===== src/design/jkcm_ram.sv =====
module jkcm_ram #(
  parameter int WIDTH = 8,
  parameter int DEPTH = 16
) (
  input  logic                     clk_i,
  input  logic                     we_i,
  input  logic [$clog2(DEPTH)-1:0] waddr_i,
  input  logic [WIDTH-1:0]         wdata_i,
  input  logic [$clog2(DEPTH)-1:0] raddr_i,
  output logic [WIDTH-1:0]         rdata_o
);

  logic [WIDTH-1:0] mem_q [DEPTH];

  // One write port and one read port with registered read data.
  always_ff @(posedge clk_i) begin
    if (we_i) begin
      mem_q[waddr_i] <= wdata_i;
    end
    rdata_o <= mem_q[raddr_i];
  end

endmodule

===== config.mk =====
export PLATFORM = sky130hd
export DESIGN_NAME = jkcm_ram
export DESIGN_NICKNAME = d
export VERILOG_FILES = /design/src/design/jkcm_ram.sv
export SDC_FILE = /design/constraint.sdc
export NUM_CORES = 1
export LEC_CHECK = 0
export BUFFER_PORTS_ARGS = -buffer_cell sky130_fd_sc_hd__buf_2
export CORE_MARGIN = 3
export CORE_UTILIZATION = 54
export DETAILED_ROUTE_END_ITERATION = 7
export GPL_ROUTABILITY_DRIVEN = 0
export GPL_TIMING_DRIVEN = 1
export PLACE_DENSITY = 0.83
export SLEW_MARGIN = 20
export SYNTH_ARGS = -nofsm -noshare
export SYNTH_HDL_FRONTEND = slang
export SYNTH_SLANG_ARGS = --single-unit

===== constraint.sdc =====
create_clock -name clk_i -period 1.7 [get_ports clk_i]
set_clock_uncertainty 0.1 [all_clocks]
set_input_delay 0.17 -clock clk_i [delete_from_list [all_inputs] [get_ports clk_i]]
set_output_delay 0.17 -clock clk_i [all_outputs]
set_load 0.02 [all_outputs]

==> flow_metrics.tcl, run 1 <==
set metrics [dict create \
    status "complete, no violations" \
    synth_compound_area_share_pct 2.333 \
    grt_usage_pct 19.36 \
    period_needed_ns 1.456 \
    chipWidth_um 103.6 \
    layout-drive-gt1-share_pct 30.07 \
    holdCritStartpoint "raddr_i[2]" \
    critical_path.slowest_cell "sky130_fd_sc_hd__mux4_1" \
    timing.reg2reg.worst_path_depth 3 \
    totalPowerFinal_mw 7.584 \
    critical_path_arrival_ns 1.75 \
    die_height_um 103.6 \
    cts_buffers 17 \
    syn_inst 229 \
    number_of_post_cts_setup_repair_buffers 0 \
    antenna_found_initial 0 \
    max_clock_freq_mhz 686.9 \
    synth.largest_area_cell "sky130_fd_sc_hd__edfxtp_1" \
    drt_first_iter_violations 164 \
    synth.most_common_cell "sky130_fd_sc_hd__edfxtp_1" \
    post_drt_via_cell_ratio 5.743 \
    post_synth_main_area_contributors "sky130_fd_sc_hd__edfxtp_1, sky130_fd_sc_hd__mux4_2, sky130_fd_sc_hd__mux4_1" \
    postRouteWirelength_um 9461 \
    vdd_ir_drop_max_mv 0.7502 \
    rr_startpoint "mem_q[5][0]$_DFFE_PP_" \
    coreArea_um2 8976 \
    worstMarginPinSlew_ns 0.3670 \
    antenna-diode-count 0 \
    max_cap_violations 0 \
    wire_per_inst_um 21.90 \
    min_delay_path_depth 4 \
    synthesized_nets 247 \
    worst_setup_path_end_kind "flop" \
    ys_seq_area_share_pct 77.78 \
    timing.final.crit_share_pct 85.63 \
    finalWorstSetupSlack_ns 0.2442 \
    worst_ep_required_time_ns 1.99 \
    avgSynthCellArea_um2 22.48 \
    hold_viol 0 \
    post-dp-hpwl_um 6133 \
    ys_dominant_reg_cell "sky130_fd_sc_hd__edfxtp_1" \
    hold_path_class "in2reg" \
    detail_route.first_pass.iterations 4 \
    synthesis.area_um2 5147 \
    unrepaired_setup_endpoints_after_global_routing "no" \
    cts_resized 0 \
    cts-root-to-sink-buffers 2 \
    insertion_delay_ns 0.52 \
    gr-total-overflow 0 \
    first_global_vias 2664 \
    critical_path.cell_chain "mux4_1 > a22oi_1 > nand2_1" \
    finalSetupViolations 0 \
    slew_headroom_pct 75.48 \
    largest_incremental_delay_on_the_critical_path_ns 0.55 \
    regToRegEndpoint "rdata_o[0]$_DFF_P_" \
    dr_total_vias 2481 \
    number_of_cell_rows 34 \
    hold_end "rdata_o[2]$_DFF_P_" \
    yosys.area.top_type_share_pct 74.67 \
    synth-async-reset-ratio_pct 0 \
    cts_htree_levels 4 \
    drt.antenna.violating_nets 0 \
    synth_warnings 0 \
    setup.worst_path.start_class "flop" \
    wire_length_of_the_first_global_routing_pass_um 15310 \
    holdBufCountCts 8 \
    pre_cts_ws_ns -0.005907 \
    synth-edff-count 128 \
    clock_tree.root_cell "sky130_fd_sc_hd__clkbuf_8" \
    yosys_register_bits 136 \
    critical_path.max_fanout 1 \
    worstSetupPathType "reg2reg" \
    power_leakage_nw 2.127 \
    initial_core_util_pct 57.35 \
    die-area_um2 10740 \
    clock_sink_count 136 \
    count_of_buffers_inserted_at_the_top_level_ports 25 \
    syn_to_final_growth_pct 20.13 \
    post_dp_cell_area_um2 5547 \
    post_synth_xor_area_fraction_pct 0 \
    final_cell_area_excluding_filler_cells_um2 6183 \
    route.detailed.drc 0 \
    synth_top_family_by_area "multiplexers" \
    synthAdderAreaFrac_pct 0 \
    reg2reg_slack_ns 0.24 \
    grt_max_degree 18 \
    clk_transition_reported_paths_ns 0.06 \
    post_synth_and_or_nand_nor_area_fraction_pct 3.184 \
    tritoncts "built" \
    timing.final.max_slew_violations 0 \
    muxShareOfSynthArea_pct 15.02 \
    synth_common_cells "sky130_fd_sc_hd__edfxtp_1, sky130_fd_sc_hd__mux4_2, sky130_fd_sc_hd__a22oi_1" \
    final_net_count 312 \
    ios 26 \
    power_density_nw_per_um2 1227 \
    yosys.cell_types.count 19 \
]
==> layout by cell type (no fill, tap or decap), types with 2 or more instances in the layout <==
cell type | Yosys | layout
sky130_fd_sc_hd__clkinv_1 | 0 | 4
sky130_fd_sc_hd__buf_2 | 3 | 25
sky130_fd_sc_hd__nand2_1 | 9 | 9
sky130_fd_sc_hd__edfxtp_1 | 128 | 128
sky130_fd_sc_hd__dfxtp_1 | 8 | 8
sky130_fd_sc_hd__nand3b_1 | 2 | 2
sky130_fd_sc_hd__a22oi_1 | 16 | 16
sky130_fd_sc_hd__nand2b_1 | 2 | 2
sky130_fd_sc_hd__buf_4 | 1 | 21
sky130_fd_sc_hd__nor2_1 | 13 | 13
sky130_fd_sc_hd__dlygate4sd3_1 | 0 | 8
sky130_fd_sc_hd__buf_12 | 0 | 2
sky130_fd_sc_hd__clkinv_2 | 0 | 2
sky130_fd_sc_hd__clkbuf_16 | 0 | 16
sky130_fd_sc_hd__mux4_1 | 14 | 14
sky130_fd_sc_hd__clkbuf_1 | 0 | 3
sky130_fd_sc_hd__mux4_2 | 18 | 18
sky130_fd_sc_hd__bufinv_16 | 0 | 3
sky130_fd_sc_hd__nor3_1 | 4 | 3
==> per-layer routing <==
metal  up-vias  global-route usage [%]  wire length (µm)
met5         -                       0                 0
li1       1103                       -                 -
met3        11                   5.721               468
met2        90                   31.26              5064
met1      1277                   24.58              3800
met4         0                   8.737               128
==> area by class of cell <==
| type | count | area [µm²] |
|---|---|---|
| repair buffers | 56 | 402.9 |
| flip-flops and latches | 136 | 4004 |
| clock buffers | 20 | 425.4 |
| fillers | 527 | 2793 |
| clock inverters | 11 | 131.4 |
| well taps | 126 | 157.7 |
| multi-input cells | 83 | 1062 |
==> where the power goes <==
part           leakage, nW  internal, mW  total, mW  switching (mW)
clock network        0.269          2.20       3.42            1.22
logic                0.635         0.169      0.388           0.219
registers             1.22          3.75       3.78          0.0255
==> worst max-delay path: cells and delay by family (launching register included) <==
family	cells	cell delay, ns
multiplexers	1	0.55
flip-flops	1	0.37
AO/OA/AOI/OAI	1	0.21
AND/OR/NAND/NOR	1	0.10
==> cell families (layout without fill, tap and decap cells) <==
kind of cell / count (synthesis) / in the layout
compound gates: 16 / 16
buf+inv: 10 / 87
mux: 32 / 32
flops: 136 / 136
simple gates: 35 / 35
==> sequential cells by signal, summed over array words and instances, names as in the netlist <==
| signal | count |
|---|---|
| rdata_o | 8 |
| mem_q | 128 |
==> per-stage QoR <==
step | setup TNS, ns | cells | utilization (%) | hold slack (ns)
after floorplan | 0 | 229 | - | 0.1689
after global placement | 0 | 393 | 61.79 | 0.4441
after detailed placement | -0.005907 | 393 | 61.79 | 0.4652
after CTS | 0 | 432 | 68.89 | 0.04888
after global routing | 0 | 432 | 68.89 | 0.1076
final | 0 | 432 | 68.89 | 0.09035
==> worst max path at each step <==
stage                           from                    end  depth (start not counted)
2_1_floorplan             waddr_i[2]  mem_q[3][0]$_DFFE_PP_                          2
3_3_place_gp              raddr_i[0]     rdata_o[0]$_DFF_P_                          5
3_5_place_dp              raddr_i[0]     rdata_o[0]$_DFF_P_                          5
4_1_cts        mem_q[1][5]$_DFFE_PP_     rdata_o[5]$_DFF_P_                          3
5_1_grt        mem_q[1][5]$_DFFE_PP_     rdata_o[5]$_DFF_P_                          3
6_report       mem_q[5][0]$_DFFE_PP_     rdata_o[0]$_DFF_P_                          3
Power figures use the tool's default switching activity.
==> run 2: changes to the inputs <==
--- a/config.mk
+++ b/config.mk
@@ -5,13 +5,14 @@
 export SDC_FILE = /design/constraint.sdc
 export NUM_CORES = 1
 export LEC_CHECK = 0
+export ABC_AREA = 1
 export BUFFER_PORTS_ARGS = -buffer_cell sky130_fd_sc_hd__buf_2
 export CORE_MARGIN = 3
-export CORE_UTILIZATION = 54
+export CORE_UTILIZATION = 55
 export DETAILED_ROUTE_END_ITERATION = 7
 export GPL_ROUTABILITY_DRIVEN = 0
 export GPL_TIMING_DRIVEN = 1
-export PLACE_DENSITY = 0.83
+export PLACE_DENSITY = 0.84
 export SLEW_MARGIN = 20
 export SYNTH_ARGS = -nofsm -noshare
 export SYNTH_HDL_FRONTEND = slang
==> run 2 against run 1 <==
Net effect: cell count up 73%; wire length increased by 42%; first-iteration DRC count increased to 3.0 times the previous value; sequential share of layout area fell by 5.0 points; combinational power grew 29%; area after synthesis grew 12%; clock power about the same; critical path type is now reg2out; largest power group unchanged; highest routed layer unchanged.
==> flow_metrics.tcl, run 2 <==
set metrics [dict create \
    status "complete, no violations" \
    worstMarginPinSlew_ns 0.6086 \
    vdd_ir_drop_max_mv 0.6520 \
    post_drt_via_cell_ratio 5.489 \
    syn_inst 551 \
    wire_length_of_the_first_global_routing_pass_um 21470 \
    post_synth_main_area_contributors "sky130_fd_sc_hd__edfxtp_1, sky130_fd_sc_hd__nand2_1, sky130_fd_sc_hd__nand3_1" \
    synthesis.area_um2 5767 \
    layout_top_registers "mem_q x128, rdata_o x8" \
    finalWorstSetupSlack_ns 0.3466 \
    power.switching_mw 1.724 \
    pre_cts_ws_ns 0.2918 \
    register_with_the_highest_flop_count "mem_q" \
    cp.buffers_inverters 1 \
    dr_total_vias 4095 \
    ys_seq_area_share_pct 69.43 \
    tns_ns 0 \
    ios 26 \
    finalSetupViolations 0 \
    kind_of_cell_with_the_highest_combined_delay_on_the_critical_path "flip-flops" \
    wire_per_inst_um 17.96 \
    unrepaired_setup_endpoints_after_global_routing "no" \
    cts_resized 0 \
    cts_htree_levels 4 \
    synth_common_cells "sky130_fd_sc_hd__nand2_1, sky130_fd_sc_hd__edfxtp_1, sky130_fd_sc_hd__inv_1" \
    critical_path.max_fanout 1 \
    drt_first_iter_violations 488 \
    worstSetupPathType "reg2out" \
    clock_sink_count 136 \
    mostFrequentLayoutCell "sky130_fd_sc_hd__nand2_1" \
    hold_end "mem_q[8][6]$_DFFE_PP_" \
    layout-drive-gt1-share_pct 12.40 \
    post-dp-hpwl_um 8188 \
    synth_warnings 0 \
    p_sw_share_pct 22.44 \
    detail_route.first_pass.iterations 6 \
    yosys.area.top_type_share_pct 66.65 \
    critical_path_depth 1 \
    route.detailed.drc 0 \
    antenna-diode-count 0 \
    tritoncts "built" \
    fillers 727 \
    synth.most_common_cell "sky130_fd_sc_hd__nand2_1" \
    largest_incremental_delay_on_the_critical_path_ns 0.37 \
    critical_path.slowest_cell "sky130_fd_sc_hd__dfxtp_1" \
    number_of_cell_rows 36 \
    timing.final.max_slew_violations 0 \
    coreArea_um2 10000 \
    synthesized_nets 569 \
    critical_path_arrival_ns 1.08 \
    die_height_um 108.4 \
    count_of_buffers_inserted_at_the_top_level_ports 25 \
    synth-async-reset-ratio_pct 0 \
    holdWs_ns 0.01752 \
    hold_viol 0 \
    gr-total-overflow 0 \
    insertion_delay_ns 0.52 \
    combPwrFrac_pct 6.5 \
    chipWidth_um 108.4 \
    reg2reg_slack_ns 0.56 \
    syn_to_final_growth_pct 16.27 \
    setup.worst_path.start_class "flop" \
    die-area_um2 11750 \
    initial_core_util_pct 57.67 \
    postRouteWirelength_um 13400 \
    first_global_vias 4017 \
    clk_transition_reported_paths_ns 0.06 \
    power_leakage_nw 2.924 \
    min_delay_path_depth 1 \
    hold_path_class "in2reg" \
    worst_setup_path_end_kind "output port" \
    clock_tree.root_cell "sky130_fd_sc_hd__clkbuf_8" \
    p_int_mw 5.960 \
    max_cap_violations 0 \
    sequential_fraction_of_design_power_pct 49.2 \
    synth-edff-count 128 \
    yosys.cell_types.count 12 \
    worst_ep_required_time_ns 1.43 \
    rr_startpoint "mem_q[10][6]$_DFFE_PP_" \
    totalPowerFinal_mw 7.684 \
    critical_path.cell_chain "buf_2" \
    drt.antenna.violating_nets 0 \
    number_of_flip_flops_in_the_largest_register 128 \
    max_clock_freq_mhz 738.9 \
    period_needed_ns 1.353 \
    timing.final.crit_share_pct 79.61 \
    cts-root-to-sink-buffers 2 \
    grt_max_degree 65 \
    cts_buffers 17 \
    ys_dominant_reg_cell "sky130_fd_sc_hd__edfxtp_1" \
    yosys_register_bits 136 \
    antenna_found_initial 0 \
    final_core_utilization_pct 67.05 \
    timing.reg2reg.worst_path_depth 6 \
    power_density_nw_per_um2 1146 \
    final_net_count 618 \
    mostFrequentLayoutCells "sky130_fd_sc_hd__nand2_1, sky130_fd_sc_hd__edfxtp_1, sky130_fd_sc_hd__inv_1" \
    slew_headroom_pct 59.37 \
    grt_usage_pct 24.85 \
    avgSynthCellArea_um2 10.47 \
    regToRegEndpoint "rdata_o[6]$_DFF_P_" \
    holdCritStartpoint "wdata_i[6]" \
    p_clk_share_pct 44.3 \
    synth.largest_area_cell "sky130_fd_sc_hd__edfxtp_1" \
]
run 2: changes by cell type after synthesis, moves of 4 or more:
cell / delta
sky130_fd_sc_hd__nand2_1: +164
sky130_fd_sc_hd__buf_2: +10
sky130_fd_sc_hd__nand3_1: +96
sky130_fd_sc_hd__nor3_1: -4
sky130_fd_sc_hd__mux4_2: -18
sky130_fd_sc_hd__mux4_1: -14
sky130_fd_sc_hd__inv_1: +100
sky130_fd_sc_hd__a22oi_1: -16
sky130_fd_sc_hd__nor2_1: +4
run 2: timing repair:
action / 4_1_cts / 5_1_grt
hold endpoints to repair: 106 / 0
buffers inserted: 0 / 0
hold buffers: 8 / 0
run 2: worst max-delay path by stage:
stage                             startpoint                     end
after floorplan                   waddr_i[2]  mem_q[10][0]$_DFFE_PP_
after global placement            raddr_i[1]      rdata_o[1]$_DFF_P_
after detailed placement          raddr_i[1]      rdata_o[4]$_DFF_P_
after CTS                 rdata_o[3]$_DFF_P_              rdata_o[3]
after global routing      rdata_o[6]$_DFF_P_              rdata_o[6]
final                     rdata_o[3]$_DFF_P_              rdata_o[3]
run 2: kinds of logic after synthesis:
group	after synthesis	synth area share, %
flops	136	69.43
buf+inv	126	9.525
simple gates	289	21.05
run 2: routing by layer:
layer | vias to the layer above | track usage (%) | wire length [µm]
li1 | 1872 | - | -
met2 | 256 | 38.85 | 6291
met4 | 0 | 11.63 | 516
met3 | 50 | 5.433 | 1406
met1 | 1917 | 33.46 | 5182
met5 | - | 0 | 0
run 2: area by class of cell:
type	count	area, µm²	share of cell area [%]
clock inverter	14	132.6	1.978
inverter	102	382.9	5.710
multi-input combinational	289	1214	18.10
timing repair buffer	54	387.9	5.785
sequential	136	4004	59.71
tap	133	166.4	2.482
clock buffer	18	417.9	6.233
run 2: power groups by stage:
stage               Combinational (mW)  Sequential [mW]  Clock (mW)
finish                           0.502             3.78        3.40
global route                     0.551             3.78        3.57
CTS                              0.497             3.78        3.42
detailed placement               0.476             3.85           0
global placement                 0.460             3.84           0
floorplan                        0.264             3.86           0
run 2: through the flow:
stage | area, µm² | std cells
after global placement | 6075 | 706
after global routing | 6705 | 746
after detailed placement | 6075 | 706
after CTS | 6705 | 746
after floorplan | 5767 | 551
final | 6705 | 746
